**config.mk**
```make
export PLATFORM = sky130hd
export DESIGN_NAME = lbm_fifo
export DESIGN_NICKNAME = d
export VERILOG_FILES = /design/src/rtl/core/lbm_pkg.sv /design/src/rtl/core/lbm_fifo.sv
export SDC_FILE = /design/constraint.sdc
export NUM_CORES = 1
export LEC_CHECK = 0
export BUFFER_PORTS_ARGS = -buffer_cell sky130_fd_sc_hd__buf_2
export CAP_MARGIN = 20
export CORE_ASPECT_RATIO = 0.7
export CORE_MARGIN = 2
export CORE_UTILIZATION = 54
export CTS_BUF_LIST = sky130_fd_sc_hd__clkbuf_4 sky130_fd_sc_hd__clkbuf_8
export DETAILED_ROUTE_END_ITERATION = 7
export HOLD_SLACK_MARGIN = 0.05
export PLACE_DENSITY = 0.79
export SLEW_MARGIN = 20
export SYNTH_ARGS = -nofsm -noshare
export SYNTH_HDL_FRONTEND = slang
export SYNTH_SLANG_ARGS = --single-unit
```
**constraint.sdc**
```tcl
create_clock -name i_clk -period 12.76 [get_ports i_clk]
set_input_delay 1.276 -clock i_clk [delete_from_list [all_inputs] [get_ports i_clk]]
set_output_delay 1.276 -clock i_clk [all_outputs]
set_load 0.01 [all_outputs]
```
**src/rtl/core/lbm_pkg.sv**
```systemverilog
// Shared types, constants and helper functions of the D2Q9 buoyant collision block.
`timescale 1ns / 1ps
`default_nettype none

package lbm_pkg;

    localparam int COORD_BITS = 10;
    localparam int DIV_STAGES = 33;
    localparam int POST_STAGES = 9;
    localparam int FIFO_DEPTH = 4;
    localparam int FIFO_AW = $clog2(FIFO_DEPTH);

    localparam logic signed [63:0] Q_ONE = 64'sd16777216;
    localparam logic signed [63:0] Q_HALF = 64'sd8388608;

    // Equilibrium weights in Q8.24: rest, axis, diagonal.
    localparam logic signed [31:0] W_VAL [0:2] = '{32'sd7456540, 32'sd1864135, 32'sd466034};
    localparam logic signed [31:0] W3_AXIS = 32'sd5592405;
    localparam logic signed [31:0] W3_DIAG = 32'sd1398102;

    localparam int DIR_CX [0:8] = '{0, 1, 0, -1, 0, 1, -1, -1, 1};
    localparam int DIR_CY [0:8] = '{0, 0, 1, 0, -1, 1, 1, -1, -1};
    localparam int W_SEL [0:8] = '{0, 1, 1, 1, 1, 2, 2, 2, 2};
    localparam int F_SEL [0:8] = '{0, 0, 0, 0, 0, 1, 1, 1, 1};

    typedef enum logic [2:0] {
        CFG_RELAX    = 3'd0,
        CFG_GAIN     = 3'd1,
        CFG_LAST_COL = 3'd2,
        CFG_LAST_ROW = 3'd3
    } t_cfg_index;

    typedef struct packed {
        logic [25:0] relax_rate;
        logic [31:0] buoyancy_gain;
        logic [9:0]  last_column;
        logic [9:0]  last_row;
    } t_cfg;

    typedef struct packed {
        logic signed [31:0] pop_rest;
        logic signed [31:0] pop_east;
        logic signed [31:0] pop_north;
        logic signed [31:0] pop_west;
        logic signed [31:0] pop_south;
        logic signed [31:0] pop_northeast;
        logic signed [31:0] pop_northwest;
        logic signed [31:0] pop_southwest;
        logic signed [31:0] pop_southeast;
        logic signed [31:0] temperature;
        logic [COORD_BITS-1:0] cell_x;
        logic [COORD_BITS-1:0] cell_y;
    } t_in_word;

    typedef struct packed {
        logic signed [31:0] out_rest;
        logic signed [31:0] out_east;
        logic signed [31:0] out_north;
        logic signed [31:0] out_west;
        logic signed [31:0] out_south;
        logic signed [31:0] out_northeast;
        logic signed [31:0] out_northwest;
        logic signed [31:0] out_southwest;
        logic signed [31:0] out_southeast;
        logic signed [31:0] density;
        logic signed [31:0] velocity_x;
        logic signed [31:0] velocity_y;
    } t_out_word;

    // Classified cell as it waits in the queue between front and back.
    typedef struct packed {
        logic [8:0][31:0]   f;
        logic signed [31:0] rho;
        logic signed [31:0] buoy0;
        logic [39:0]        abs_x;
        logic [39:0]        abs_y;
        logic               rho_pos;
        logic               neg_x;
        logic               neg_y;
        logic               ov_x;
        logic               ov_y;
        logic               border;
    } t_cell;

    function automatic logic signed [31:0] sat32(input logic signed [63:0] x);
        logic signed [31:0] y;
        if (x > 64'sd2147483647) begin
            y = 32'sh7fffffff;
        end else if (x < -64'sd2147483648) begin
            y = 32'sh80000000;
        end else begin
            y = x[31:0];
        end
        return y;
    endfunction

    function automatic logic signed [63:0] sx(input logic signed [31:0] a);
        return 64'(a);
    endfunction

endpackage

`default_nettype wire

```
**src/rtl/core/lbm_fifo.sv**
```systemverilog
// Short queue of classified cells between the front end and the collision pipeline.
`timescale 1ns / 1ps
`default_nettype none

module lbm_fifo (
    input  logic            i_clk,
    input  logic            i_rst_n,
    input  logic            i_push,
    input  lbm_pkg::t_cell  i_data,
    input  logic            i_pop,
    output lbm_pkg::t_cell  o_data,
    output logic            o_empty,
    output logic            o_full
);

    lbm_pkg::t_cell r_mem [lbm_pkg::FIFO_DEPTH];
    logic [lbm_pkg::FIFO_AW-1:0] r_wp;
    logic [lbm_pkg::FIFO_AW-1:0] r_rp;
    logic [lbm_pkg::FIFO_AW:0]   r_count;

    assign o_data = r_mem[r_rp];
    assign o_empty = (r_count == '0);
    assign o_full = (r_count == (lbm_pkg::FIFO_AW + 1)'(lbm_pkg::FIFO_DEPTH));

    always_ff @(posedge i_clk) begin
        if (!i_rst_n) begin
            r_wp <= '0;
            r_rp <= '0;
            r_count <= '0;
        end else begin
            if (i_push) begin
                r_wp <= r_wp + 1'b1;
            end
            if (i_pop) begin
                r_rp <= r_rp + 1'b1;
            end
            if (i_push && !i_pop) begin
                r_count <= r_count + 1'b1;
            end else if (i_pop && !i_push) begin
                r_count <= r_count - 1'b1;
            end
        end
    end

    always_ff @(posedge i_clk) begin
        if (i_push) begin
            r_mem[r_wp] <= i_data;
        end
    end

    a_no_push_full: assert property (@(posedge i_clk) disable iff (!i_rst_n)
        i_push |-> !o_full) else $error("queue written while full");
    a_no_pop_empty: assert property (@(posedge i_clk) disable iff (!i_rst_n)
        i_pop |-> !o_empty) else $error("queue read while empty");
    a_push_fills: assert property (@(posedge i_clk) disable iff (!i_rst_n)
        ($past(i_rst_n) && $past(i_push) && !$past(i_pop)) |-> !o_empty)
        else $error("word lost after push");
    a_idle_holds: assert property (@(posedge i_clk) disable iff (!i_rst_n)
        ($past(i_rst_n) && !$past(i_push) && !$past(i_pop)) |-> $stable(r_count))
        else $error("queue count moved without traffic");

endmodule

`default_nettype wire

```
=== Word level (Yosys, flattened, before mapping) ===
Memories as Yosys holds them, arrays and structs flattened. A register that Yosys moved wholly into a read port is not among the register bits.
Index checks and enable logic that the tools add are counted.

* Memories: 1
* Logic and storage cells: 21
* Input port bits: 442
* Flip-flop bits (word level): 7
* Memory bits (writable): 1752
* Output and inout bits: 440

{| class="wikitable"
|+ Memory list
! memory !! words !! bits a word !! rd ports !! clocked after memory_dff !! wr ports !! line !! source
|-
| r_mem || 4 || 438 || 1 || 1 || 1 || lbm_fifo.sv:16 || <nowiki>lbm_pkg::t_cell r_mem [lbm_pkg::FIFO_DEPTH];</nowiki>
|}

* Muxes and demuxes: 6
* Add/sub/neg operators: 4
* Reductions and logical operators: 6
* Eq/ne operators: 1

{| class="wikitable"
|+ Operator list
! kind !! count
|-
| 3-bit 2-to-1 mux || 2
|-
| 2-bit by 1-bit adder with 2-bit output (second input constant) || 2
|-
| 2-bit 2-to-1 mux || 2
|-
| 3-bit by 1-bit adder with 3-bit output (second input constant) || 1
|-
| 3-bit equality test (second input constant) || 1
|-
| 3-bit zero test || 1
|-
| 3-bit by 1-bit subtractor with 3-bit output (second input constant) || 1
|-
| 1-bit logical AND || 2
|-
| 1-bit zero test || 2
|-
| 1-bit 2-to-1 mux || 2
|-
| 2-bit nonzero test || 1
|}

=== Longest topological paths before layout ===
* Depth in word-level cells: 4
* Mapped depth: 7
* Gate-level depth less buffers: 7

=== Worst setup path after synthesis ===
No wires, ideal clock.

* Kind: input-to-reg
* From: input port i_push
* To: memory r_mem[0][0] in the netlist's numbering (enable)
* Arrival time: 11.118 ns
* Setup time: 0.856 ns
* Setup slack: 0.785 ns
* Path buffers: 0
* Data required time: 11.904 ns
* Cell stages on the path: 1
* Cell sequence: and2_1

* Longest elaborated chain between the ends: 2

{| class="wikitable"
|+ RTL lines
! element !! line !! source
|-
| start: declaration || lbm_fifo.sv:8 || <nowiki>input logic i_push,</nowiki>
|-
| 1-bit 2-to-1 mux || lbm_fifo.sv:46 || <nowiki>if (i_push) begin</nowiki>
|-
| 1-bit 2-to-1 mux (not written as such) || lbm_fifo.sv:47 || <nowiki>r_mem[r_wp] <= i_data;</nowiki>
|-
| end: declaration || lbm_fifo.sv:16 ||
|}

No other way between the ends.

==> qor.yml <==
outcome:
  status: "finished, final reports clean"
timing:
  fmax_mhz: 171.5
  final.setup.tns_ns: 0
  setup_ws_ns: 6.928
  rsz0062_at_grt: "no"
  finalSetupViolations: 0
  slew_violations: 0
  fin_crit_ns: 5.832
  max-slew-margin-rel_pct: 18.14
  hold_viol: 0
  fin_skew_ns: 0.03547
  worst_slew_pin_slew_ns: 1.228
  fin_crit_sh_pct: 45.70
detailed_routing:
  drc_errors: 0
  vias: 29250
  antenna_left: 0
  drtIter0Drc: 2002
  drt_first_pass_iters: 5
  via_per_inst: 5.590
  wl_per_cell_um: 25.64
  drt-total-wl_mm: 134.2
pwr:
  p_comb_share_pct: 9.7
  netSwitchingFraction_pct: 22.81
  powerDensity_nw_per_um2: 157.8
  clkPwrFrac_pct: 34.1
  ir_worst_vdd_mv: 0.1548
  p_leak_nw: 26.09
  p_int_mw: 9.230
  p_seq_share_pct: 56.2
  p_sw_mw: 2.728
  finalPower_mw: 11.96
placed_design:
  portBuffers: 881
  dp_hpwl_mm: 82.91
  preCtsSetupSlack_ns: 7.680
  place.gp.congestion: 0.7855
clock_network:
  clk_pin_slew_worst_paths_ns: 0.07
  clk_latency_ns: 0.96
  cts_sinks: 1761
  postCtsSetupBuffers: 0
  cts_made_buffers: 237
  cts-root-buf: "clkbuf_8"
  cts_hold_buf: 0
  clockBufferDepth: 3
  tritoncts: "done"
  ctsResizeCount: 0
  htreeDepth: 4
setup_path:
  r2r-end: "r_mem[0][348]"
  r2r-start: "r_wp[0]"
  worstPathMaxFanout: 55
  crit_buf_inv: 4
  cp-end-kind: "output port"
  slowest_stage: "buf_4"
  criticalPathCategory: "reg -> out"
  cp_data_arrival_time_ns: 4.56
  crit_path_start_kind: "flip-flop"
  r2r.worst_path.cells: 5
  path_cells: "buf_12, buf_4, buf_4, mux4_1, buf_2"
  crit_required_ns: 11.48
  rrSetupSlack_ns: 9.04
  critical-path-max-stage-delay_ns: 0.79
  crit_top_cell: "buf_4"
  critPathTopFamily: "buffers and inverters"
global_route:
  grt_usage_pct: 21.26
  grt_pass1_vias: 29890
  antenna_found_initial: 51
  grt-ovfl-total: 0
  grt_max_degree: 175
  grt_first_pass_wirelength_mm: 191.4
synthesis:
  synth-edff-count: 1752
  ys_top_cells_by_area: "edfxtp_1 81%, mux4_1 15%, mux4_2 1.9%"
  synth_fp_nets: 2779
  synth_top_cell_area_share_pct: 80.74
  ys_async_sr_fraction_pct: 0
  yosysTopAreaCell: "edfxtp_1"
  avgSynthCellArea_um2: 27.95
  yosysWarnings: 0
  synthCells: 2331
  ys_ff_latch: 1761
  yosys.cell_types.count: 23
  synth-main-ff-cell: "edfxtp_1"
  ys_seq_area_share_pct: 81.02
  synth_area_um2: 65160
worst_hold_path:
  min-delay-start: "r_count[2]"
  holdPathStages: 2
  min_to: "r_count[2]"
  hold_path.class: "reg -> reg"
die:
  num_rows: 106
  fp.dieH_um: 294.6
  die_area_um2: 123500
  coreArea_um2: 119500
  die-width_um: 419.2
  pin_count: 882
  initial_utilization_pct: 54.53
cells_and_area:
  syn_to_final_growth_pct: 16.30
  n_fill_cell: 7608
  ff_latch_area_um2: 52800
  multiInputGateArea_um2: 11560
  drive_above_1_share_pct: 37.39
  fin_nets: 3834
flow_run:
  drv_cap: 0
==> registers in the layout, summed over array words and instances (netlist names), named ones only <==
| register | cells |
|---|---|
| r_count | 3 |
| r_mem | 1752 |
| r_rp | 2 |
| r_wp | 2 |
==> cell families after synthesis <==
family,after synthesis,share of synthesized area [%]
mux,440,17.37
flops,1761,81.02
buf+inv,102,1.260
fa+ha+maj,6,0.1267
xor+xnor,5,0.06722
simple gates,15,0.1402
compound gates,2,0.01920
==> metal layers <==
metal | GRT usage [%] | share of wire (%) | vias to the layer above
li1 | - | - | 12790
met1 | 24.84 | 36 | 15070
met2 | 35.26 | 52 | 1094
met3 | 7.104 | 7.7 | 278
met4 | 10.97 | 3.8 | 24
met5 | 0 | 0.10 | -
==> power groups by stage <==
stage	Combinational, mW	Sequential (mW)	Clock, mW
floorplan	0.671	6.93	0
global placement	1.15	6.83	0
detailed placement	1.17	6.85	0
CTS	1.17	6.73	4.18
global route	1.23	6.73	4.42
finish	1.16	6.72	4.08
==> cells in the final DEF, fill, tap and decap left out, drive strengths merged <==
cell      count
and2          9
nor2b         2
clkbuf      319
buf         914
mux4        438
o21ai         1
a21boi        1
bufinv        5
clkinvlp      7
dfxtp         9
nor3b         1
xor2          3
clkinv       93
or3           1
nor3          1
edfxtp     1752
mux2i         2
inv           9
nand2         1
ha            5
diode        37
xnor2         2
fa            1
==> synth_stat cells (2+ instances only) <==
library cell / number
mux4_1: 382
inv_1: 4
nor2b_1: 2
ha_1: 5
and2_1: 9
xnor2_1: 2
xor2_1: 3
mux2i_1: 2
buf_2: 44
buf_6: 43
clkbuf_1: 5
mux4_2: 56
edfxtp_1: 1752
dfxtp_1: 9
buf_8: 5
==> layout make-up <==
type / instances / area share [%]
sequential: 1761 / 69.67
multi-input combinational: 468 / 15.25
timing repair buffer: 914 / 6.244
clock buffer: 319 / 5.150
tap: 1620 / 2.675
clock inverter: 110 / 0.8652
antenna: 37 / 0.1222
inverter: 4 / 0.01981
==> per-stage QoR <==
stage          cell area, µm²  hold slack [ns]  instances  utilization, %
5_1_grt                 75770           0.4456       5229           63.41
4_1_cts                 75670           0.4146       5195           63.32
6_report                75780           0.5184       5233           63.42
3_5_place_dp            71110           0.5029       4766           59.51
2_1_floorplan           65160           0.4724       2331               -
3_3_place_gp            71110           0.4967       4766           59.51
==> worst max path at each step <==
stage / from / endpoint / slack (ns) / cells past startpoint
6_report: flip-flop / o_data[131] / 6.93 / 5
5_1_grt: flip-flop / o_data[131] / 6.65 / 5
4_1_cts: flip-flop / o_data[131] / 6.60 / 4
3_5_place_dp: flip-flop / o_data[131] / 7.68 / 4
3_3_place_gp: flip-flop / o_data[345] / 7.71 / 4
2_1_floorplan: i_push / r_mem[0][0] / 0.79 / 1
==> worst reg2reg max path, cell delays in order, from the launching register on <==
cell and delay [ns]:
dfxtp_1 0.35, inv_1 0.10, ha_1 0.15, and2_4 0.80
buf_4 0.92, buf_4 0.96
No activity file was read; power rests on OpenSTA's default activity.
