==> src/rtl/core/lbm_pkg.sv <==
// Shared types, constants and helper functions of the D2Q9 buoyant collision block.
`timescale 1ns / 1ps
`default_nettype none

package lbm_pkg;

    localparam int COORD_BITS = 10;
    localparam int DIV_STAGES = 33;
    localparam int POST_STAGES = 9;
    localparam int FIFO_DEPTH = 4;
    localparam int FIFO_AW = $clog2(FIFO_DEPTH);

    localparam logic signed [63:0] Q_ONE = 64'sd16777216;
    localparam logic signed [63:0] Q_HALF = 64'sd8388608;

    // Equilibrium weights in Q8.24: rest, axis, diagonal.
    localparam logic signed [31:0] W_VAL [0:2] = '{32'sd7456540, 32'sd1864135, 32'sd466034};
    localparam logic signed [31:0] W3_AXIS = 32'sd5592405;
    localparam logic signed [31:0] W3_DIAG = 32'sd1398102;

    localparam int DIR_CX [0:8] = '{0, 1, 0, -1, 0, 1, -1, -1, 1};
    localparam int DIR_CY [0:8] = '{0, 0, 1, 0, -1, 1, 1, -1, -1};
    localparam int W_SEL [0:8] = '{0, 1, 1, 1, 1, 2, 2, 2, 2};
    localparam int F_SEL [0:8] = '{0, 0, 0, 0, 0, 1, 1, 1, 1};

    typedef enum logic [2:0] {
        CFG_RELAX    = 3'd0,
        CFG_GAIN     = 3'd1,
        CFG_LAST_COL = 3'd2,
        CFG_LAST_ROW = 3'd3
    } t_cfg_index;

    typedef struct packed {
        logic [25:0] relax_rate;
        logic [31:0] buoyancy_gain;
        logic [9:0]  last_column;
        logic [9:0]  last_row;
    } t_cfg;

    typedef struct packed {
        logic signed [31:0] pop_rest;
        logic signed [31:0] pop_east;
        logic signed [31:0] pop_north;
        logic signed [31:0] pop_west;
        logic signed [31:0] pop_south;
        logic signed [31:0] pop_northeast;
        logic signed [31:0] pop_northwest;
        logic signed [31:0] pop_southwest;
        logic signed [31:0] pop_southeast;
        logic signed [31:0] temperature;
        logic [COORD_BITS-1:0] cell_x;
        logic [COORD_BITS-1:0] cell_y;
    } t_in_word;

    typedef struct packed {
        logic signed [31:0] out_rest;
        logic signed [31:0] out_east;
        logic signed [31:0] out_north;
        logic signed [31:0] out_west;
        logic signed [31:0] out_south;
        logic signed [31:0] out_northeast;
        logic signed [31:0] out_northwest;
        logic signed [31:0] out_southwest;
        logic signed [31:0] out_southeast;
        logic signed [31:0] density;
        logic signed [31:0] velocity_x;
        logic signed [31:0] velocity_y;
    } t_out_word;

    // Classified cell as it waits in the queue between front and back.
    typedef struct packed {
        logic [8:0][31:0]   f;
        logic signed [31:0] rho;
        logic signed [31:0] buoy0;
        logic [39:0]        abs_x;
        logic [39:0]        abs_y;
        logic               rho_pos;
        logic               neg_x;
        logic               neg_y;
        logic               ov_x;
        logic               ov_y;
        logic               border;
    } t_cell;

    function automatic logic signed [31:0] sat32(input logic signed [63:0] x);
        logic signed [31:0] y;
        if (x > 64'sd2147483647) begin
            y = 32'sh7fffffff;
        end else if (x < -64'sd2147483648) begin
            y = 32'sh80000000;
        end else begin
            y = x[31:0];
        end
        return y;
    endfunction

    function automatic logic signed [63:0] sx(input logic signed [31:0] a);
        return 64'(a);
    endfunction

endpackage

`default_nettype wire

==> src/rtl/core/lbm_in_if.sv <==
// Input channel carrying one lattice cell word.
`timescale 1ns / 1ps
`default_nettype none

interface lbm_in_if;
    logic               valid;
    logic               ready;
    lbm_pkg::t_in_word  data;

    modport source (output valid, output data, input ready);
    modport sink (input valid, input data, output ready);
endinterface

`default_nettype wire

==> src/rtl/core/lbm_front.sv <==
// Front end: accepts cell words, forms moments, density, border flag and buoyancy offset.
`timescale 1ns / 1ps
`default_nettype none

module lbm_front (
    lbm_in_if.sink          i_in,
    input  lbm_pkg::t_cfg   i_cfg,
    input  logic            i_full,
    output logic            o_push,
    output lbm_pkg::t_cell  o_cell
);

    logic signed [31:0] f [9];
    logic signed [39:0] s_sum;
    logic signed [39:0] s_mx;
    logic signed [39:0] s_my;
    logic signed [31:0] s_rho;
    logic [lbm_pkg::COORD_BITS-1:0] s_lc;
    logic [lbm_pkg::COORD_BITS-1:0] s_lr;

    assign i_in.ready = !i_full;
    assign o_push = i_in.valid && !i_full;

    assign f[0] = i_in.data.pop_rest;
    assign f[1] = i_in.data.pop_east;
    assign f[2] = i_in.data.pop_north;
    assign f[3] = i_in.data.pop_west;
    assign f[4] = i_in.data.pop_south;
    assign f[5] = i_in.data.pop_northeast;
    assign f[6] = i_in.data.pop_northwest;
    assign f[7] = i_in.data.pop_southwest;
    assign f[8] = i_in.data.pop_southeast;

    always_comb begin
        s_sum = '0;
        for (int k = 0; k < 9; k++) begin
            s_sum = s_sum + 40'(f[k]);
        end
        s_mx = 40'(f[1]) - 40'(f[3]) + 40'(f[5]) - 40'(f[6]) - 40'(f[7]) + 40'(f[8]);
        s_my = 40'(f[2]) - 40'(f[4]) + 40'(f[5]) + 40'(f[6]) - 40'(f[7]) - 40'(f[8]);
        s_rho = lbm_pkg::sat32(64'(s_sum));
        s_lc = lbm_pkg::COORD_BITS'(i_cfg.last_column);
        s_lr = lbm_pkg::COORD_BITS'(i_cfg.last_row);

        for (int k = 0; k < 9; k++) begin
            o_cell.f[k] = f[k];
        end
        o_cell.rho = s_rho;
        o_cell.rho_pos = !s_rho[31] && (s_rho != 32'sd0);
        o_cell.neg_x = s_mx[39];
        o_cell.neg_y = s_my[39];
        o_cell.abs_x = s_mx[39] ? 40'(-s_mx) : 40'(s_mx);
        o_cell.abs_y = s_my[39] ? 40'(-s_my) : 40'(s_my);
        // The quotient overflows 33 bits when |m| >= rho * 2^9.
        o_cell.ov_x = 41'(o_cell.abs_x) >= {s_rho, 9'b0};
        o_cell.ov_y = 41'(o_cell.abs_y) >= {s_rho, 9'b0};
        o_cell.buoy0 = lbm_pkg::sat32(lbm_pkg::sx(i_in.data.temperature) - lbm_pkg::Q_HALF);
        o_cell.border = (i_in.data.cell_x == '0) || (i_in.data.cell_x == s_lc) ||
                        (i_in.data.cell_y == '0) || (i_in.data.cell_y == s_lr);
    end

endmodule

`default_nettype wire

==> src/flat_wrapper.sv <==
// flat-port wrapper written by rule: the top's interface ports become plain ports
module lbm_front_flat 
  (i_cfg, i_full, o_push, o_cell, i_in_valid, i_in_data, i_in_ready);
  lbm_in_if i_in_i ();
  input  lbm_pkg::t_cfg i_cfg;
  input  logic i_full;
  output logic o_push;
  output lbm_pkg::t_cell o_cell;
  input wire logic [$bits(i_in_i.valid)-1:0] i_in_valid;
  input wire logic [$bits(i_in_i.data)-1:0] i_in_data;
  output wire logic [$bits(i_in_i.ready)-1:0] i_in_ready;
  assign i_in_i.valid = i_in_valid;
  assign i_in_i.data = i_in_data;
  assign i_in_ready = i_in_i.ready;
  lbm_front u_core (.i_in(i_in_i), .i_cfg(i_cfg), .i_full(i_full), .o_push(o_push), .o_cell(o_cell));
endmodule
==> config.mk <==
export PLATFORM = sky130hd
export DESIGN_NAME = lbm_front_flat
export DESIGN_NICKNAME = d
export VERILOG_FILES = /design/src/rtl/core/lbm_pkg.sv /design/src/rtl/core/lbm_in_if.sv /design/src/rtl/core/lbm_front.sv /design/src/flat_wrapper.sv
export SDC_FILE = /design/constraint.sdc
export NUM_CORES = 1
export LEC_CHECK = 0
export BUFFER_PORTS_ARGS = -buffer_cell sky130_fd_sc_hd__buf_4
export CAP_MARGIN = 20
export CORE_ASPECT_RATIO = 0.7
export CORE_UTILIZATION = 23
export DETAILED_ROUTE_END_ITERATION = 10
export PLACE_DENSITY = 0.5
export SLEW_MARGIN = 20
export SYNTH_ARGS = -nofsm -noshare
export SYNTH_HDL_FRONTEND = slang
export SYNTH_SLANG_ARGS = --single-unit
==> constraint.sdc <==
create_clock -name vclk -period 24
set_input_delay 1.2 -clock vclk [all_inputs]
set_output_delay 1.2 -clock vclk [all_outputs]
set_load 0.02 [all_outputs]
======== Yosys cells after proc, flatten, opt, wreduce, memory -nomap -nowiden ========
Index checks and enable logic that the tools add are counted.
cells by class
  muxes and demuxes ....................... 6
  order comparisons ....................... 6
  equality and inequality tests ........... 2
  $add $sub $neg .......................... 21
  reductions and logical operators ........ 10
operators by type and width
  operator                  number
  $add A40 B32 Y40          8
  $sub A40 B32 Y40          4
  $mux W32                  4
  $add A33 B32 Y34          3
  $ge A40 B41 Y1            2
  $mux W40                  2
  $neg A40 Y40              2
  $sub A32 B32 Y33          2
  $gt A64 B32 Y1 const B    1
  $lt A64 B32 Y1 const B    1
  $gt A40 B32 Y1 const B    1
  $lt A40 B32 Y1 const B    1
  $add A32 B32 Y33          1
  $sub A32 B25 Y33 const B  1
  $reduce_bool A32 Y1       1
  $eq A10 B10 Y1            2
  $logic_not A10 Y1         2
  $logic_or A1 B1 Y1        3
  $logic_and A1 B1 Y1       2
  $logic_not A1 Y1          2
word-level totals
  bits in registers ....................... 0
  logic and storage cells ................. 45
  output and inout bits ................... 440

======== Logic depth before layout (Yosys ltp) ========
Gate-level depths: netlist of run 1.
  depth in word-level cells ............... 13
  gate-level depth with buffers ........... 46
  gate-level depth less buffers ........... 43

======== Least setup slack after synthesis of run 1 ========
Ideal clock, no wire load.
  path kind ............................... input -> output
  start ................................... in i_in_data[157]
  end ..................................... out o_cell[1] (netlist name)
  arrival time ............................ 9.870 ns
  path slack .............................. 12.930 ns
  path buffers ............................ 0
  cell stages on the path ................. 36
  data required time ...................... 22.800 ns
  path through ............................ inv_1 > fa_1 > inv_1 > ha_1 > a21o_1 > a21oi_1 > nor2b_1 > o21ai_0 > or4b_2 > a211oi_1 > nor3_1 > or3_1 > a21oi_1 > o21bai_1 > a21oi_1 > xor2_1 > fa_1 > inv_1 > ha_1 > a21o_1 > a21o_1 > a31oi_1 > a31oi_1 > or3_2 > a311o_1 > or4b_2 > nor4_1 > ha_1 > nand3_1 > nor4_1 > inv_1 > nor4_1 > nand2_1 > a221oi_1 > nand4_1 > nand3_1
RTL lines
  what         RTL line            text
  from (decl)  flat_wrapper.sv:10  input wire logic [$bits(i_in_i.data)-1:0] i_in_data;
  to (decl)    flat_wrapper.sv:8   output lbm_pkg::t_cell o_cell;

==> results.rst, run 1 <==
.. list-table::
   :header-rows: 1

   * - Metric
     - Value
   * - Outcome
     - complete, no violations
   * - First-pass GRT wire length
     - 165000 um
   * - Number of top-level design ports
     - 860
   * - Crit Path Category
     - in -> out
   * - Layout clock buffer count
     - 0
   * - Netlist Area Pre-Place
     - 27000 um2
   * - Share of layout cells above drive strength 1
     - 22.3%
   * - Fraction of the yosys area taken by sequential cells
     - 0%
   * - Syn avg cell area
     - 7.93 um2
   * - Total routing usage reported by global routing
     - 18.7%
   * - Count of buffers from port buffering
     - 798
   * - Buffer and inverter count on the worst path
     - 8
   * - Starting DRC count in detailed routing
     - 1461
   * - Number of flip-flops and latches
     - 0
   * - Largest net degree at the start of global routing
     - 35
   * - Critical-path maximum fanout
     - 27
   * - Highest cell delay on the worst timing path
     - 1.02 ns
   * - Max-cap violation count
     - 0
   * - Path class of the lowest-slack min-delay path
     - in -> out
   * - Placement row count
     - 104
   * - Die H
     - 289 um
   * - Peak clock frequency supported by timing
     - 73.4 MHz
   * - Final weighted congestion of routability-driven global placement
     - 0.919
   * - Post-CTS Repair Setup Buffers
     - 0
   * - Via count normalized by instance count
     - 4.49
   * - Die area
     - 119000 um2
   * - Total of endpoints with negative setup slack in the final report
     - 0
   * - Initial standard-cell utilization of the core
     - 23.3%
   * - Crit-path slowest cell
     - clkinv_1
   * - Fin Setup TNS
     - 0 ns
   * - Area grow syn2layout
     - 21.0%
   * - Final period demand of the worst path
     - 13.63 ns
   * - Cell variety after synth
     - 95
   * - Core box area
     - 116000 um2
   * - Most used cells in the layout excluding fill and tap cells
     - buf_4, inv_1, fa_1, ha_1, a21oi_1
   * - Number of synthesis warnings
     - 0
   * - Post-CTS resize count
     - 0
   * - Die Span X
     - 412 um
   * - Overflow after GRT
     - 0
   * - Sort of element at the end of the critical path
     - output port
   * - Nets
     - 4974
   * - Relative slew margins
     - 26.7%
   * - Routed vias
     - 24400
   * - Synthesized instance count
     - 3407
   * - Kind of cell with the highest combined delay on the critical path
     - compound AO/OA/AOI/OAI gates
   * - Number of slew-limit violations in the final report
     - 0
   * - Post-CTS Hold Buffers
     - 0
   * - Worst path required time
     - 22.80 ns
   * - Sum of net half-perimeters after detailed placement
     - 107000 um
   * - Most common cell after layout, fill and taps aside
     - buf_4
   * - DR WL/cell
     - 21.3 um
   * - Number of antenna-violating nets in the routed design
     - 0
   * - CP Launch Type
     - input port
   * - Total wire length
     - 116000 um
   * - RSZ-0062 raised after global routing
     - false
   * - Detailed-route DRC error count
     - 0
   * - Via count of the first global-routing pass
     - 24400
   * - Pre-antenna DRT Iters
     - 7
   * - Most frequent cell on the critical path
     - inv_1
   * - Slew at the pin closest to its max-slew limit
     - 1.09 ns
   * - Final clock period utilization by the worst path
     - 56.8%
   * - Final hold vios
     - 0
   * - Data arrival time at the worst-slack endpoint
     - 12.43 ns
   * - Antenna violations before repair
     - 5
   * - FF+latch area
     - 0 um2
## cell type report
type / count / area, um2
Fill cell: 12600 / 83000
Multi-Input combinational cell: 2365 / 22000
Inverter: 712 / 2670
Antenna cell: 7 / 17.5
Timing Repair Buffer: 807 / 6060
Tap cell: 1537 / 1920
## layer usage
metal	GRT usage, %	part of all wire, %	vias to the layer above
li1	-	-	11700
met1	29.7	52	11900
met2	27.4	42	675
met3	2.20	5.1	42
met4	1.78	1.0	2
met5	0	0.011	-
## cell families (layout without fill, tap and decap cells)
logic type               count (synthesis)  after routing  synth area share (%)
adder cells (fa/ha/maj)                669            669                  42.0
multiplexers                             8              8                 0.301
buffers and inverters                 1049           1519                  18.7
other                                    1             15                0.0139
AO/OA/AOI/OAI                          704            704                  16.9
AND/OR/NAND/NOR                        717            717                  13.7
XOR/XNOR                               259            259                  8.43
## stage by stage
stage	setup WS, ns	hold WS (ns)	area, um2	std cells	util (%)
final	10.37	2.61	32700	5428	28.2
after CTS	10.21	2.61	32600	5421	28.2
after global routing	9.56	2.62	32700	5425	28.2
after detailed placement	10.23	2.61	32600	5421	28.2
after global placement	10.32	2.61	32600	5421	28.2
after floorplan	12.93	2.48	27000	3414	-
## worst paths after layout
kind | depth (start not counted) | start | end
worst max-delay path | 38 | i_in_data[149] | o_cell[1]
worst min-delay path | 2 | i_in_data[268] | o_cell[238]
## synthesized netlist by cell type, drive strengths merged (4+ instances only)
cell type	n	area, um2
nand4b	7	61.3
and2	21	133
o211ai	22	170
a2111oi	7	61.3
xnor2	157	1380
nor3b	7	52.6
a41oi	4	35.0
a211oi	28	230
mux2i	7	70.1
inv	711	2670
a211o	4	35.0
a31oi	34	213
a21boi	13	97.6
buf	299	2230
or4	9	68.8
nor4b	9	106
nor4	27	169
a22oi	5	37.5
or3	20	134
nor3	54	275
a21oi	223	1120
a31o	4	35.0
ha	272	3400
o311ai	4	35.0
nand4	37	231
nand2	157	589
nor2	166	623
and3	25	158
o21a	22	165
and4	5	43.8
xor2	102	901
nand2b	42	263
clkbuf	38	154
a21o	113	857
o21ai	130	654
o21bai	29	218
o31ai	20	183
or2	16	100
o2111ai	8	70.1
nand3b	10	75.1
nor2b	32	200
a41o	4	41.3
fa	396	7930
nand3	63	315
==> inputs of run 2 (changes only) <==
Clock period 24 ns to 13.9 ns, I/O delays scaled along.
==> run 2 against run 1 <==
Non-clock buffer count increased by 1. Routed wire length about the same. Global-route usage down 0.087 points. Cell count about the same. Flip-flop and latch count unchanged. Count of clock-buffer cells in the layout is the same. Utilization is essentially flat.
==> results.rst, run 2 (same netlist as run 1, synthesis figures left out) <==
.. list-table::
   :header-rows: 1

   * - Metric
     - Value
   * - Core box area
     - 116000 um2 (unchanged)
   * - Post-route design area
     - 32700 um2 (about the same)
   * - Largest net degree at the start of global routing
     - 26 (was 35)
   * - Detailed-route DRC error count
     - 0 (unchanged)
   * - Relative slew margins
     - 20.7% (was 26.7%)
   * - Final hold vios
     - 0 (unchanged)
   * - Pre-antenna DRT Iters
     - 5 (was 7)
   * - DR WL/cell
     - 21.3 um (about the same)
   * - Worst path required time
     - 13.20 ns (was 22.80 ns)
   * - Via count normalized by instance count
     - 4.49 (about the same)
   * - FF+latch area
     - 0 um2 (unchanged)
   * - First-pass GRT wire length
     - 163000 um (was 165000 um)
   * - Number of antenna-violating nets in the routed design
     - 0 (unchanged)
   * - Total wire length
     - 115000 um (was 116000 um)
   * - Count of cells along the worst hold path
     - 2 (unchanged)
   * - Most common cell after layout, fill and taps aside
     - buf_4 (unchanged)
   * - Peak clock frequency supported by timing
     - 80.7 MHz
   * - Die Span X
     - 412 um (unchanged)
   * - Placement row count
     - 104 (unchanged)
   * - Antenna violations before repair
     - 4 (was 5)
   * - Worst path setup slack after routing
     - 1.51 ns (was 10.37 ns)
   * - Initial standard-cell utilization of the core
     - 23.3% (unchanged)
   * - Most frequent cell on the critical path
     - a21oi_1 (was inv_1)
   * - Post-CTS Hold Buffers
     - 0 (unchanged)
   * - Fin Setup TNS
     - 0 ns (unchanged)
   * - Post-placement cell area
     - 32700 um2 (was 32600 um2)
   * - Share of layout cells above drive strength 1
     - 22.3% (about the same)
   * - Total routing usage reported by global routing
     - 18.7% (about the same)
   * - RSZ-0062 raised after global routing
     - false (unchanged)
   * - Total of endpoints with negative setup slack in the final report
     - 0 (unchanged)
   * - Worst min-delay path startpoint
     - i_in_data[300] (was i_in_data[268])
   * - Data arrival time at the worst-slack endpoint
     - 11.70 ns (was 12.43 ns)
   * - Number of top-level design ports
     - 860 (unchanged)
   * - Sum of net half-perimeters after detailed placement
     - 108000 um (was 107000 um)
   * - Highest cell delay on the worst timing path
     - 0.71 ns (was 1.02 ns)
   * - Max-cap violation count
     - 0 (unchanged)
   * - Overflow after GRT
     - 0 (unchanged)
   * - End point of the most critical hold path
     - o_cell[206] (was o_cell[238])
   * - Nets
     - 4975 (was 4974)
   * - Final clock period utilization by the worst path
     - 89.2%
   * - Starting DRC count in detailed routing
     - 1423 (was 1461)
   * - Outcome
     - complete, no violations (unchanged)
   * - Crit Path Category
     - in -> out (unchanged)
   * - Critical-path maximum fanout
     - 14 (was 27)
   * - Die H
     - 289 um (unchanged)
   * - Post-CTS Repair Setup Buffers
     - 0 (unchanged)
   * - Path class of the lowest-slack min-delay path
     - in -> out (unchanged)
   * - Via count of the first global-routing pass
     - 24200 (was 24400)
   * - Routed vias
     - 24400 (about the same)
   * - Final weighted congestion of routability-driven global placement
     - 0.910 (was 0.919)
   * - Number of slew-limit violations in the final report
     - 0 (unchanged)
   * - Number of flip-flops and latches
     - 0 (unchanged)
   * - Sort of element at the end of the critical path
     - output port (unchanged)
   * - Crit-path slowest cell
     - a21boi_0 (was clkinv_1)
   * - Count of buffers from port buffering
     - 798 (unchanged)
   * - Most used cells in the layout excluding fill and tap cells
     - buf_4, inv_1, fa_1, ha_1, a21oi_1 (unchanged)
   * - CP Launch Type
     - input port (unchanged)
   * - Post-Place Worst Slack
     - 1.54 ns (was 10.23 ns)
   * - Die area
     - 119000 um2 (unchanged)
   * - Layout clock buffer count
     - 0 (unchanged)
   * - Slew at the pin closest to its max-slew limit
     - 1.18 ns (was 1.09 ns)
   * - Post-CTS resize count
     - 0 (unchanged)
   * - Area grow syn2layout
     - 21.0% (about the same)
   * - Final period demand of the worst path
     - 12.39 ns
run 2: routing by layer:
metal	part of all wire, %	vias to the layer above	wire [um]	global-route usage [%]
li1	-	11700	-	-
met1	52	11900	60500	29.6
met2	42	667	48100	27.4
met3	5.0	39	5760	2.18
met4	0.94	0	1080	1.60
met5	0	-	0	0
run 2: critical path: cells and delay by family:
kind / cells / cell delay, ns
compound gates: 17 / 5.85
xor+xnor: 1 / 0.15
fa+ha+maj: 5 / 1.98
buf+inv: 5 / 0.48
simple gates: 9 / 2.56
run 2: worst max-delay path by stage:
stage	cells after the start	start	end	slack [ns]
after global routing	45	i_in_data[245]	o_cell[2]	0.62
after floorplan	36	i_in_data[157]	o_cell[1]	3.84
final	37	i_in_data[245]	o_cell[1]	1.51
after detailed placement	37	i_in_data[245]	o_cell[1]	1.54
after global placement	37	i_in_data[245]	o_cell[1]	1.60
after CTS	39	i_in_data[245]	o_cell[1]	1.49
run 2: per-stage QoR:
step                hold slack, ns  cells  utilization [%]
global placement              1.60   5422             28.2
finish                        1.60   5429             28.3
floorplan                     1.47   3414                -
global route                  1.60   5426             28.2
CTS                           1.60   5422             28.2
detailed placement            1.60   5422             28.2
run 2: area by class of cell:
cell class	count	area, um2
inverters	712	2670
diodes	7	17.5
multi-input cells	2365	22000
repair buffers	808	6070
well taps	1537	1920
fillers	12500	83000
